**config.mk**
```make
export PLATFORM = sky130hd
export DESIGN_NAME = vector_endpoint_length_clamp_top_flat
export DESIGN_NICKNAME = d
export VERILOG_FILES = /design/src/rtl/core/vel_pkg.sv /design/src/rtl/core/vel_ifs.sv /design/src/rtl/core/vel_sqrt_cell.sv /design/src/rtl/core/vel_div_cell.sv /design/src/rtl/core/vector_endpoint_length_clamp_top.sv /design/src/flat_wrapper.sv
export SDC_FILE = /design/constraint.sdc
export NUM_CORES = 2
export LEC_CHECK = 0
export BUFFER_PORTS_ARGS = -buffer_cell sky130_fd_sc_hd__buf_2
export CORE_AREA = 2 2 386 388
export CTS_CLUSTER_SIZE = 8
export DETAILED_ROUTE_END_ITERATION = 10
export DIE_AREA = 0 0 388 390
export PLACE_DENSITY = 0.76
export SLEW_MARGIN = 10
export SYNTH_ARGS = -nofsm -noshare
export SYNTH_HDL_FRONTEND = slang
export SYNTH_SLANG_ARGS = --single-unit
export TNS_END_PERCENT = 100
```
**constraint.sdc**
```tcl
create_clock -name clk -period 178.4 [get_ports clk]
set_clock_uncertainty 0.15 [all_clocks]
set_input_delay 35.68 -clock clk [delete_from_list [all_inputs] [get_ports clk]]
set_output_delay 35.68 -clock clk [all_outputs]
set_load 0.02 [all_outputs]
```
**src/rtl/core/vel_pkg.sv**
```systemverilog
`default_nettype none
package vel_pkg;

    localparam int COORD_WIDTH_DEF = 13;
    localparam int LEN_W           = 7;
    localparam int Q_W             = 7;
    localparam int SCALE_W         = 5;
    localparam int CFG_IDX_W       = 2;

    localparam logic [CFG_IDX_W-1:0] REG_CENTER_X = 2'd0;
    localparam logic [CFG_IDX_W-1:0] REG_CENTER_Y = 2'd1;

    localparam logic [LEN_W-1:0] LEN_0 = 7'd25;
    localparam logic [LEN_W-1:0] LEN_1 = 7'd37;
    localparam logic [LEN_W-1:0] LEN_2 = 7'd49;
    localparam logic [LEN_W-1:0] LEN_3 = 7'd61;
    localparam logic [LEN_W-1:0] LEN_4 = 7'd73;

    localparam logic [SCALE_W-1:0] SCALE_LIM_0 = 5'd5;
    localparam logic [SCALE_W-1:0] SCALE_LIM_1 = 5'd10;
    localparam logic [SCALE_W-1:0] SCALE_LIM_2 = 5'd15;
    localparam logic [SCALE_W-1:0] SCALE_LIM_3 = 5'd20;

    function automatic logic [LEN_W-1:0] target_length(input logic [SCALE_W-1:0] scale);
        logic [LEN_W-1:0] len;
        if (scale <= SCALE_LIM_0)
            len = LEN_0;
        else if (scale <= SCALE_LIM_1)
            len = LEN_1;
        else if (scale <= SCALE_LIM_2)
            len = LEN_2;
        else if (scale <= SCALE_LIM_3)
            len = LEN_3;
        else
            len = LEN_4;
        return len;
    endfunction

endpackage
`default_nettype wire

```
**src/rtl/core/vel_ifs.sv**
```systemverilog
`default_nettype none
interface vel_in_if #(parameter int W = 13);
    logic         valid;
    logic         ready;
    logic [W-1:0] end_x;
    logic [W-1:0] end_y;
    logic [4:0]   range_scale;

    modport source (output valid, end_x, end_y, range_scale, input ready);
    modport sink (input valid, end_x, end_y, range_scale, output ready);
endinterface

interface vel_out_if #(parameter int W = 13);
    logic         valid;
    logic         ready;
    logic [W-1:0] new_x;
    logic [W-1:0] new_y;
    logic         degenerate;

    modport source (output valid, new_x, new_y, degenerate, input ready);
    modport sink (input valid, new_x, new_y, degenerate, output ready);
endinterface
`default_nettype wire

```
**src/rtl/core/vel_sqrt_cell.sv**
```systemverilog
`default_nettype none
module vel_sqrt_cell #(
    parameter int R      = 14,
    parameter int K      = 0,
    parameter int SIDE_W = 1
) (
    input  wire logic              clk,
    input  wire logic              rst_n,
    input  wire logic              en,
    input  wire logic              valid_in,
    input  wire logic [2*R-1:0]    sq_in,
    input  wire logic [R+1:0]      rem_in,
    input  wire logic [R-1:0]      root_in,
    input  wire logic [SIDE_W-1:0] side_in,
    output logic                   valid_out,
    output logic [2*R-1:0]         sq_out,
    output logic [R+1:0]           rem_out,
    output logic [R-1:0]           root_out,
    output logic [SIDE_W-1:0]      side_out
);
    logic [R+2:0]  rem_sh;
    logic [R+2:0]  trial;
    logic          take;
    logic [R+1:0]  rem_next;
    logic [R-1:0]  root_next;

    // bring down the next bit pair and try the next root bit;
    // the remainder never exceeds twice the partial root, so its top bit is zero
    always_comb
    begin
        rem_sh = {rem_in[R:0], sq_in[2*K+1 -: 2]};
        trial  = {1'b0, root_in, 2'b01};
        take   = (rem_sh >= trial);
        if (take)
        begin
            rem_next  = (R+2)'(rem_sh - trial);
            root_next = {root_in[R-2:0], 1'b1};
        end
        else
        begin
            rem_next  = rem_sh[R+1:0];
            root_next = {root_in[R-2:0], 1'b0};
        end
    end

    always_ff @(posedge clk or negedge rst_n)
    begin
        if (!rst_n)
            valid_out <= 1'b0;
        else if (en)
            valid_out <= valid_in;
    end

    always_ff @(posedge clk)
    begin
        if (en)
        begin
            sq_out   <= sq_in;
            rem_out  <= rem_next;
            root_out <= root_next;
            side_out <= side_in;
        end
    end
endmodule
`default_nettype wire

```
**src/rtl/core/vel_div_cell.sv**
```systemverilog
`default_nettype none
module vel_div_cell #(
    parameter int NW     = 22,
    parameter int DVW    = 15,
    parameter int SHIFT  = 0,
    parameter int SIDE_W = 1
) (
    input  wire logic              clk,
    input  wire logic              rst_n,
    input  wire logic              en,
    input  wire logic              valid_in,
    input  wire logic [NW-1:0]     rem_x_in,
    input  wire logic [NW-1:0]     rem_y_in,
    input  wire logic [DVW-1:0]    div_in,
    input  wire logic [vel_pkg::Q_W-1:0] q_x_in,
    input  wire logic [vel_pkg::Q_W-1:0] q_y_in,
    input  wire logic [SIDE_W-1:0] side_in,
    output logic                   valid_out,
    output logic [NW-1:0]          rem_x_out,
    output logic [NW-1:0]          rem_y_out,
    output logic [DVW-1:0]         div_out,
    output logic [vel_pkg::Q_W-1:0] q_x_out,
    output logic [vel_pkg::Q_W-1:0] q_y_out,
    output logic [SIDE_W-1:0]      side_out
);
    import vel_pkg::*;

    logic [NW-1:0] dsh;
    logic          take_x;
    logic          take_y;

    // one restoring quotient bit per lane
    always_comb
    begin
        dsh    = NW'(div_in) << SHIFT;
        take_x = (rem_x_in >= dsh);
        take_y = (rem_y_in >= dsh);
    end

    always_ff @(posedge clk or negedge rst_n)
    begin
        if (!rst_n)
            valid_out <= 1'b0;
        else if (en)
            valid_out <= valid_in;
    end

    always_ff @(posedge clk)
    begin
        if (en)
        begin
            rem_x_out <= take_x ? rem_x_in - dsh : rem_x_in;
            rem_y_out <= take_y ? rem_y_in - dsh : rem_y_in;
            q_x_out   <= {q_x_in[Q_W-2:0], take_x};
            q_y_out   <= {q_y_in[Q_W-2:0], take_y};
            div_out   <= div_in;
            side_out  <= side_in;
        end
    end
endmodule
`default_nettype wire

```
**src/rtl/core/vector_endpoint_length_clamp_top.sv**
```systemverilog
`default_nettype none
// Throughput: one beat per cycle; the whole pipeline advances together and
// stalls only while the output register holds a beat the sink has not taken.
// The chain is three front stages, one square-root cell per root bit, one
// numerator stage, seven divider cells and the output register.
// Reset (rst_n, asynchronous, active low) clears all valid bits and both centers.
module vector_endpoint_length_clamp_top #(
    parameter int COORD_WIDTH = vel_pkg::COORD_WIDTH_DEF
) (
    input  wire logic                          clk,
    input  wire logic                          rst_n,
    vel_in_if.sink                             ep_in,
    vel_out_if.source                          ep_out,
    input  wire logic                          cfg_we,
    input  wire logic [vel_pkg::CFG_IDX_W-1:0] cfg_index,
    input  wire logic [COORD_WIDTH-2:0]        cfg_data
);
    import vel_pkg::*;

    localparam int W      = COORD_WIDTH;
    localparam int R      = W + 1;          // root bits
    localparam int NW     = W + 9;          // numerator width
    localparam int DVW    = R + 1;          // 2*root width
    localparam int SIDE_W = 2*W + 2 + LEN_W + 1;
    localparam int DS_W   = 3;
    localparam int NDIV   = Q_W;

    // ---------------- configuration ----------------
    logic [W-2:0] center_x_reg;
    logic [W-2:0] center_y_reg;

    always_ff @(posedge clk or negedge rst_n)
    begin
        if (!rst_n)
        begin
            center_x_reg <= '0;
            center_y_reg <= '0;
        end
        else if (cfg_we)
        begin
            case (cfg_index)
                REG_CENTER_X: center_x_reg <= cfg_data;
                REG_CENTER_Y: center_y_reg <= cfg_data;
                default: ;
            endcase
        end
    end

    // Every stage moves on the same enable; hold all of them while the
    // output beat waits.
    logic out_valid_reg;
    logic en;

    assign en          = !out_valid_reg || ep_out.ready;
    assign ep_in.ready = en;

    // ---------------- stage A: offsets and magnitudes ----------------
    logic signed [W:0] dx_s;
    logic signed [W:0] dy_s;
    logic [W:0]        ndx;
    logic [W:0]        ndy;

    assign dx_s = $signed({ep_in.end_x[W-1], ep_in.end_x}) - $signed({2'b00, center_x_reg});
    assign dy_s = $signed({ep_in.end_y[W-1], ep_in.end_y}) - $signed({2'b00, center_y_reg});
    assign ndx  = -dx_s;
    assign ndy  = -dy_s;

    logic             a_valid_reg;
    logic [W-1:0]     a_magx_reg;
    logic [W-1:0]     a_magy_reg;
    logic             a_sx_reg;
    logic             a_sy_reg;
    logic [LEN_W-1:0] a_len_reg;
    logic             a_degen_reg;

    always_ff @(posedge clk or negedge rst_n)
    begin
        if (!rst_n)
            a_valid_reg <= 1'b0;
        else if (en)
            a_valid_reg <= ep_in.valid;
    end

    always_ff @(posedge clk)
    begin
        if (en)
        begin
            a_magx_reg  <= dx_s[W] ? ndx[W-1:0] : dx_s[W-1:0];
            a_magy_reg  <= dy_s[W] ? ndy[W-1:0] : dy_s[W-1:0];
            a_sx_reg    <= dx_s[W];
            a_sy_reg    <= dy_s[W];
            a_len_reg   <= target_length(ep_in.range_scale);
            a_degen_reg <= (dx_s == '0) && (dy_s == '0);
        end
    end

    logic [SIDE_W-1:0] a_side;
    assign a_side = {a_magx_reg, a_magy_reg, a_sx_reg, a_sy_reg, a_len_reg, a_degen_reg};

    // ---------------- stage B: squares ----------------
    logic              b_valid_reg;
    logic [2*W-1:0]    b_sqx_reg;
    logic [2*W-1:0]    b_sqy_reg;
    logic [SIDE_W-1:0] b_side_reg;

    always_ff @(posedge clk or negedge rst_n)
    begin
        if (!rst_n)
            b_valid_reg <= 1'b0;
        else if (en)
            b_valid_reg <= a_valid_reg;
    end

    always_ff @(posedge clk)
    begin
        if (en)
        begin
            b_sqx_reg  <= a_magx_reg * a_magx_reg;
            b_sqy_reg  <= a_magy_reg * a_magy_reg;
            b_side_reg <= a_side;
        end
    end

    // ---------------- stage C: sum of squares ----------------
    logic              c_valid_reg;
    logic [2*R-1:0]    c_sq_reg;
    logic [SIDE_W-1:0] c_side_reg;

    always_ff @(posedge clk or negedge rst_n)
    begin
        if (!rst_n)
            c_valid_reg <= 1'b0;
        else if (en)
            c_valid_reg <= b_valid_reg;
    end

    always_ff @(posedge clk)
    begin
        if (en)
        begin
            c_sq_reg   <= (2*R)'(b_sqx_reg) + (2*R)'(b_sqy_reg);
            c_side_reg <= b_side_reg;
        end
    end

    // ---------------- square-root chain: one root bit per cell ----------------
    logic              s_valid [0:R];
    logic [2*R-1:0]    s_sq    [0:R];
    logic [R+1:0]      s_rem   [0:R];
    logic [R-1:0]      s_root  [0:R];
    logic [SIDE_W-1:0] s_side  [0:R];

    assign s_valid[0] = c_valid_reg;
    assign s_sq[0]    = c_sq_reg;
    assign s_rem[0]   = '0;
    assign s_root[0]  = '0;
    assign s_side[0]  = c_side_reg;

    for (genvar i = 0; i < R; i++)
    begin : g_sqrt
        vel_sqrt_cell #(
            .R      (R),
            .K      (R - 1 - i),
            .SIDE_W (SIDE_W)
        ) u_cell (
            .clk       (clk),
            .rst_n     (rst_n),
            .en        (en),
            .valid_in  (s_valid[i]),
            .sq_in     (s_sq[i]),
            .rem_in    (s_rem[i]),
            .root_in   (s_root[i]),
            .side_in   (s_side[i]),
            .valid_out (s_valid[i+1]),
            .sq_out    (s_sq[i+1]),
            .rem_out   (s_rem[i+1]),
            .root_out  (s_root[i+1]),
            .side_out  (s_side[i+1])
        );
    end

    // ---------------- numerator stage: 2*len*|d| + root ----------------
    logic [W-1:0]     n_magx;
    logic [W-1:0]     n_magy;
    logic             n_sx;
    logic             n_sy;
    logic [LEN_W-1:0] n_len;
    logic             n_degen;
    logic [R-1:0]     root_dist;

    assign {n_magx, n_magy, n_sx, n_sy, n_len, n_degen} = s_side[R];
    assign root_dist = s_root[R];

    logic              n_valid_reg;
    logic [NW-1:0]     n_remx_reg;
    logic [NW-1:0]     n_remy_reg;
    logic [DVW-1:0]    n_div_reg;
    logic [DS_W-1:0]   n_side_reg;

    always_ff @(posedge clk or negedge rst_n)
    begin
        if (!rst_n)
            n_valid_reg <= 1'b0;
        else if (en)
            n_valid_reg <= s_valid[R];
    end

    always_ff @(posedge clk)
    begin
        if (en)
        begin
            n_remx_reg <= ((NW'(n_len) * NW'(n_magx)) << 1) + NW'(root_dist);
            n_remy_reg <= ((NW'(n_len) * NW'(n_magy)) << 1) + NW'(root_dist);
            n_div_reg  <= {root_dist, 1'b0};
            n_side_reg <= {n_sx, n_sy, n_degen};
        end
    end

    // ---------------- divider chain: one quotient bit per cell ----------------
    logic             d_valid [0:NDIV];
    logic [NW-1:0]    d_remx  [0:NDIV];
    logic [NW-1:0]    d_remy  [0:NDIV];
    logic [DVW-1:0]   d_div   [0:NDIV];
    logic [Q_W-1:0]   d_qx    [0:NDIV];
    logic [Q_W-1:0]   d_qy    [0:NDIV];
    logic [DS_W-1:0]  d_side  [0:NDIV];

    assign d_valid[0] = n_valid_reg;
    assign d_remx[0]  = n_remx_reg;
    assign d_remy[0]  = n_remy_reg;
    assign d_div[0]   = n_div_reg;
    assign d_qx[0]    = '0;
    assign d_qy[0]    = '0;
    assign d_side[0]  = n_side_reg;

    for (genvar j = 0; j < NDIV; j++)
    begin : g_div
        vel_div_cell #(
            .NW     (NW),
            .DVW    (DVW),
            .SHIFT  (NDIV - 1 - j),
            .SIDE_W (DS_W)
        ) u_cell (
            .clk       (clk),
            .rst_n     (rst_n),
            .en        (en),
            .valid_in  (d_valid[j]),
            .rem_x_in  (d_remx[j]),
            .rem_y_in  (d_remy[j]),
            .div_in    (d_div[j]),
            .q_x_in    (d_qx[j]),
            .q_y_in    (d_qy[j]),
            .side_in   (d_side[j]),
            .valid_out (d_valid[j+1]),
            .rem_x_out (d_remx[j+1]),
            .rem_y_out (d_remy[j+1]),
            .div_out   (d_div[j+1]),
            .q_x_out   (d_qx[j+1]),
            .q_y_out   (d_qy[j+1]),
            .side_out  (d_side[j+1])
        );
    end

    // ---------------- output stage: apply sign, add center, saturate ----------------
    localparam logic signed [W+1:0] SAT_MAX = (W+2)'((1 << (W-1)) - 1);
    localparam logic signed [W+1:0] SAT_MIN = -(W+2)'(1 << (W-1));

    logic              f_sx;
    logic              f_sy;
    logic              f_degen;
    logic signed [W+1:0] offx;
    logic signed [W+1:0] offy;
    logic signed [W+1:0] sumx;
    logic signed [W+1:0] sumy;
    logic [W-1:0]      satx;
    logic [W-1:0]      saty;

    assign {f_sx, f_sy, f_degen} = d_side[NDIV];

    always_comb
    begin
        offx = f_sx ? -$signed((W+2)'(d_qx[NDIV])) : $signed((W+2)'(d_qx[NDIV]));
        offy = f_sy ? -$signed((W+2)'(d_qy[NDIV])) : $signed((W+2)'(d_qy[NDIV]));
        sumx = $signed({3'b000, center_x_reg}) + offx;
        sumy = $signed({3'b000, center_y_reg}) + offy;
        if (sumx > SAT_MAX)
            satx = SAT_MAX[W-1:0];
        else if (sumx < SAT_MIN)
            satx = SAT_MIN[W-1:0];
        else
            satx = sumx[W-1:0];
        if (sumy > SAT_MAX)
            saty = SAT_MAX[W-1:0];
        else if (sumy < SAT_MIN)
            saty = SAT_MIN[W-1:0];
        else
            saty = sumy[W-1:0];
    end

    logic [W-1:0] new_x_reg;
    logic [W-1:0] new_y_reg;
    logic         degen_reg;

    always_ff @(posedge clk or negedge rst_n)
    begin
        if (!rst_n)
            out_valid_reg <= 1'b0;
        else if (en)
            out_valid_reg <= d_valid[NDIV];
    end

    // Return the center itself when the endpoint sits on it.
    always_ff @(posedge clk)
    begin
        if (en)
        begin
            new_x_reg <= f_degen ? {1'b0, center_x_reg} : satx;
            new_y_reg <= f_degen ? {1'b0, center_y_reg} : saty;
            degen_reg <= f_degen;
        end
    end

    assign ep_out.valid      = out_valid_reg;
    assign ep_out.new_x      = new_x_reg;
    assign ep_out.new_y      = new_y_reg;
    assign ep_out.degenerate = degen_reg;
endmodule
`default_nettype wire
```
**src/flat_wrapper.sv**
```systemverilog
// flat-port wrapper written by rule: the top's interface ports become plain ports
module vector_endpoint_length_clamp_top_flat import vel_pkg::*;
#(
    parameter int COORD_WIDTH = vel_pkg::COORD_WIDTH_DEF
)
  (clk, rst_n, cfg_we, cfg_index, cfg_data, ep_in_valid, ep_in_end_x, ep_in_end_y, ep_in_range_scale, ep_in_ready, ep_out_valid, ep_out_new_x, ep_out_new_y, ep_out_degenerate, ep_out_ready);
  vel_in_if ep_in_i ();
  vel_out_if ep_out_i ();
  input  wire logic clk;
  input  wire logic rst_n;
  input  wire logic cfg_we;
  input  wire logic [vel_pkg::CFG_IDX_W-1:0] cfg_index;
  input  wire logic [COORD_WIDTH-2:0] cfg_data;
  input wire logic [$bits(ep_in_i.valid)-1:0] ep_in_valid;
  input wire logic [$bits(ep_in_i.end_x)-1:0] ep_in_end_x;
  input wire logic [$bits(ep_in_i.end_y)-1:0] ep_in_end_y;
  input wire logic [$bits(ep_in_i.range_scale)-1:0] ep_in_range_scale;
  output wire logic [$bits(ep_in_i.ready)-1:0] ep_in_ready;
  output wire logic [$bits(ep_out_i.valid)-1:0] ep_out_valid;
  output wire logic [$bits(ep_out_i.new_x)-1:0] ep_out_new_x;
  output wire logic [$bits(ep_out_i.new_y)-1:0] ep_out_new_y;
  output wire logic [$bits(ep_out_i.degenerate)-1:0] ep_out_degenerate;
  input wire logic [$bits(ep_out_i.ready)-1:0] ep_out_ready;
  assign ep_in_i.valid = ep_in_valid;
  assign ep_in_i.end_x = ep_in_end_x;
  assign ep_in_i.end_y = ep_in_end_y;
  assign ep_in_i.range_scale = ep_in_range_scale;
  assign ep_in_ready = ep_in_i.ready;
  assign ep_out_valid = ep_out_i.valid;
  assign ep_out_new_x = ep_out_i.new_x;
  assign ep_out_new_y = ep_out_i.new_y;
  assign ep_out_degenerate = ep_out_i.degenerate;
  assign ep_out_i.ready = ep_out_ready;
  vector_endpoint_length_clamp_top #(.COORD_WIDTH(COORD_WIDTH)) u_core (.clk(clk), .rst_n(rst_n), .ep_in(ep_in_i), .ep_out(ep_out_i), .cfg_we(cfg_we), .cfg_index(cfg_index), .cfg_data(cfg_data));
endmodule
```
Word-level counts from Yosys, hierarchy flattened. Cells that the tools add are included.

Equality and inequality tests: 1. Mux-type cells: 52. Reduce and logical (&&, ||, !) cells: 11. $lt $le $gt $ge: 36. Shift-type cells: 0. Add/subtract/negate cells: 36. Multiply operators: 4. Bitwise operators: 0. Div/mod/pow operators: 0.

Operators with widths (count): 2-to-1 mux 22 bit (12); 2-to-1 mux 15 bit (14); multiplier 13 x 13 -> 26 bit (2); 2-to-1 mux 13 bit (4); 2-to-1 mux 12 bit (4); adder 21 x 14 -> 22 bit (2); greater-or-equal comparator 22 x 15 -> 1 bit (2); greater-or-equal comparator 22 x 16 -> 1 bit (2); greater-or-equal comparator 22 x 17 -> 1 bit (2); greater-or-equal comparator 22 x 18 -> 1 bit (2); greater-or-equal comparator 22 x 19 -> 1 bit (2); greater-or-equal comparator 22 x 20 -> 1 bit (2); greater-or-equal comparator 22 x 21 -> 1 bit (2); subtractor 22 x 16 -> 22 bit (2); subtractor 22 x 17 -> 22 bit (2); subtractor 22 x 18 -> 22 bit (2); subtractor 22 x 19 -> 22 bit (2); subtractor 22 x 20 -> 22 bit (2); subtractor 22 x 21 -> 22 bit (2); multiplier 7 x 13 -> 20 bit (2); adder 13 x 15 -> 15 bit (2); greater-than comparator 15 x 13 -> 1 bit (second input constant) (2); less-than comparator 15 x 13 -> 1 bit (second input constant) (2); negation 7 -> 15 bit (2); 46 further kinds (66).

Output and inout port bits: 29. Memory bits (writable): 0. Memories: 0. Bits in latches: 0. Memory bits (read-only): 0. Register bits after elaboration: 1724.

Logic depth before layout (Yosys ltp).
Depth after elaboration: 7. Mapped depth: 26.

Modules after synthesis. From an unflattened synthesis, not the netlist that was laid out.

Cell total of the unflattened synthesis: 8934. Area, all modules: 116504.2 um2.

By module, submodules not included: vel_sqrt_cell (times used 14, cells each 240, area an instance 3967.6 um2); vector_endpoint_length_clamp_top (times used 1, cells each 2876, area an instance 29505.8 um2); vel_div_cell (u_core.g_div[2].u_cell) (times used 1, cells each 377, area an instance 4620.7 um2); vel_div_cell (u_core.g_div[3].u_cell) (times used 1, cells each 396, area an instance 4576.9 um2); vel_div_cell (u_core.g_div[0].u_cell) (times used 1, cells each 373, area an instance 4503.1 um2); vel_div_cell (u_core.g_div[6].u_cell) (times used 1, cells each 413, area an instance 4498.1 um2); vel_div_cell (u_core.g_div[1].u_cell) (times used 1, cells each 369, area an instance 4479.3 um2); vel_div_cell (u_core.g_div[5].u_cell) (times used 1, cells each 401, area an instance 4468.0 um2); vel_div_cell (u_core.g_div[4].u_cell) (times used 1, cells each 369, area an instance 4306.6 um2).

Worst setup path after synthesis. No wires, ideal clock.

Path type: input to output. From: input ep_out_ready. To: output ep_in_ready. Data required time: 142.570 ns. Path slack: 62.893 ns. Stages on the path: 3. Arrival: 79.677 ns. Path buffers: 2. Cells stage by stage: nand2b_1 clkbuf_1 buf_1.

Word-level cells in the longest chain between the ends: 1.

RTL lines: start: declaration (RTL line flat_wrapper.sv:23) `input wire logic [$bits(ep_out_i.ready)-1:0] ep_out_ready;`; logical OR 1 bit (RTL line vector_endpoint_length_clamp_top.sv:54) `assign en = !out_valid_reg || ep_out.ready;`; end: declaration (RTL line flat_wrapper.sv:18) `output wire logic [$bits(ep_in_i.ready)-1:0] ep_in_ready;`.

No other way between the ends.

Final worst setup path. Same ends and word-level chain as after synthesis.

==> summary.txt <==
Global routing
  • Initial antenna violation count: 4
  • Pin count of the biggest net entering global routing: 211
  • Gr ovfl total: 0
  • Global-route wire length before repair: 284,000 µm
  • Number of global-route vias before repair: 53,600
  • GRT Total Usage: 0.237

Setup path
  • Setup CP Type: primary input to output port
  • Worst r2r dst: u_core.n_remx_reg[20]
  • Worst R2R Path Depth: 23
  • CP arrival: 36.69 ns
  • Worst-path maximum fanout: 60
  • Worst reg-to-reg setup slack: 171.72 ns
  • Worst Setup End Kind: output port
  • Startpoint types: primary input
  • Crit path launch: ep_out_ready
  • Worst path required time: 142.57 ns
  • Worst reg2reg startpoint: u_core.g_sqrt[13].u_cell.side_out[5]

Run
  • Max_cap viols: 0

Route
  • Drt total wl: 178,000 µm
  • Initial DRC Count: 3,797
  • # DRC: 0
  • Post-DRT Antenna Nets: 0
  • Vias after detailed routing: 52,300
  • First drt pass iteration count: 7
  • Wire per inst: 19.7 µm
  • DR vias/cell: 5.78

STA
  • Final min period: 72.52 ns
  • Crit share post-route: 0.407
  • # setup viols final: 0
  • Slew HR: 0.213
  • Setup TNS: 0 ns
  • Max-slew violation count: 0
  • RSZ-0062 raised after global routing: false
  • F_max: 13.8 MHz
  • Hold Vio Cnt, Final: 0
  • Worst slew pin tran: 1.18 ns

Clock network
  • CTS Sinks: 1,661
  • # Post-CTS Setup Buffers: 0
  • CTS tree: done
  • Max clock buf depth: 3
  • Clk_lat worst skew: 0.85 ns
  • CTS Root Buffer Type: clkbuf_16
  • Cts bufs inserted: 227
  • CTS resizes: 0
  • CTS Hold Buffers Added: 0
  • H-tree depth: 4
  • Worst-path clk slew: 0.05 ns

Min path
  • Hold EP: u_core.g_sqrt[9].u_cell.sq_out[6]
  • Worst hold path type: flop to flop
  • Worst hold start: u_core.g_sqrt[8].u_cell.sq_out[6]
  • Hold Path Stages: 0

Finish
  • Fraction of layout cells with a size suffix above 1: 0.0684
  • Fin nets: 8,054
  • Commonest non-fill, non-tap cell in the layout: edfxtp_1
  • Max FFs per register: 476
  • Most frequent cells in the layout: edfxtp_1 (1,611), inv_1 (780), ha_1 (637)
  • Synthesis-to-finish area growth: 10.2%
  • Largest registers: u_core.g_sqrt.u_cell.side_out x476, u_core.g_sqrt.u_cell.sq_out x182, u_core.g_sqrt.u_cell.rem_out x172
  • Most flops, register: u_core.g_sqrt.u_cell.side_out

Yosys
  • Distinct cells, synth: 95
  • Synth Warn #: 0
  • EDFF count, synth: 1,611
  • Yosys top cell by area: edfxtp_1
  • Synthesized area: 87,600 µm²
  • Asr flop ratio synth: 0.0301
  • Top_reg_cell synth: edfxtp_1
  • Synth area leaders: edfxtp_1 (55%), ha_1 (9.1%), fa_1 (6.8%)
  • Sequential share of the synthesized area: 0.566
  • Synth top area share: 0.552
  • Synthesized area per cell: 12.8 µm²
  • Mapped Cells: 6,837
  • Number of synthesized register bits: 1,661

Die
  • Chip width: 388 µm
  • Die height: 390 µm
  • Core Region: 147,000 µm²
  • I/O pin total: 79
  • Num rows: 141
  • Starting Density: 0.595
  • Die area: 151,000 µm²

Status
  • Status: finished clean

Placement
  • Placer Congestion: 0.899
  • HPWL Detailed: 124,000 µm
  • Number of port buffers: 78
## logic make-up (layout without fill, tap and decap cells)
logic type / Yosys count / in the layout / share of synthesized area
flops: 1661 / 1661 / 0.566
simple gates: 1616 / 1616 / 0.0922
compound gates: 1186 / 1186 / 0.0867
fa+ha+maj: 935 / 935 / 0.159
buf+inv: 889 / 1170 / 0.0383
xor+xnor: 457 / 457 / 0.0457
mux: 92 / 92 / 0.0116
other cells: 1 / 3 / 0.0000428
## worst max-delay path by stage
| stage | slack, ns | depth (start not counted) | to |
|---|---|---|---|
| 6_report | 105.88 | 3 | ep_in_ready |
| 5_1_grt | 105.79 | 3 | ep_in_ready |
| 4_1_cts | 105.83 | 3 | ep_in_ready |
| 3_5_place_dp | 105.86 | 3 | ep_in_ready |
| 3_3_place_gp | 105.88 | 3 | ep_in_ready |
| 2_1_floorplan | 62.89 | 3 | ep_in_ready |
## synthesized netlist by cell type, types with 15 or more instances
master	count
a221o_1	15
or3_1	40
a21oi_1	330
o211ai_1	27
o21ai_1	19
o21ai_0	282
nor4_1	44
inv_1	780
a31oi_1	23
nand3_1	66
mux2i_1	16
o21bai_1	34
and2_1	218
nor3_1	115
o31ai_1	46
fa_1	298
nand2b_1	80
edfxtp_1	1611
a211oi_1	35
and3_1	32
nand2_1	421
or4_1	20
xnor2_1	278
ha_1	637
dfrtp_1	50
a22oi_1	15
clkbuf_1	90
a21o_1	129
nand4_1	47
xor2_1	179
or2_2	24
mux2_2	74
nor2b_1	79
a21boi_0	34
o21a_1	78
nor2_1	369
## critical path, cell delays in order
cell	delay, ns
buf_2	0.07
nand2b_4	0.61
buf_2	0.30
## through the flow
step           setup WS, ns   util  hold WS, ns  std cells  cell area, µm²
2_1_floorplan         62.89      -        0.250       6838           87600
3_3_place_gp         105.88  0.614        0.250       8770           90300
6_report             105.88  0.656        0.228       9050           96600
5_1_grt              105.79  0.656        0.244       9049           96600
4_1_cts              105.83  0.656        0.233       9049           96600
3_5_place_dp         105.86  0.614        0.255       8770           90300
## area by class of cell
class	instances	area [µm²]
fill	10300	50600
sequential	1661	49600
multi-input combinational	4288	34700
clock buffer	258	5810
inverter	781	2930
tap	1930	2410
timing repair buffer	110	643
clock inverter	21	442
antenna	1	2.50
## per-layer routing
layer / wire, µm / track usage / up-vias
li1: - / - / 24800
met1: 73500 / 0.297 / 25600
met2: 90400 / 0.418 / 1485
met3: 8140 / 0.0337 / 412
met4: 6420 / 0.0915 / 4
met5: 27 / 0 / -
Power is left out: the tool's default activity adds up to more than one toggle a clock period on the data nets, which glitch-free logic cannot reach.
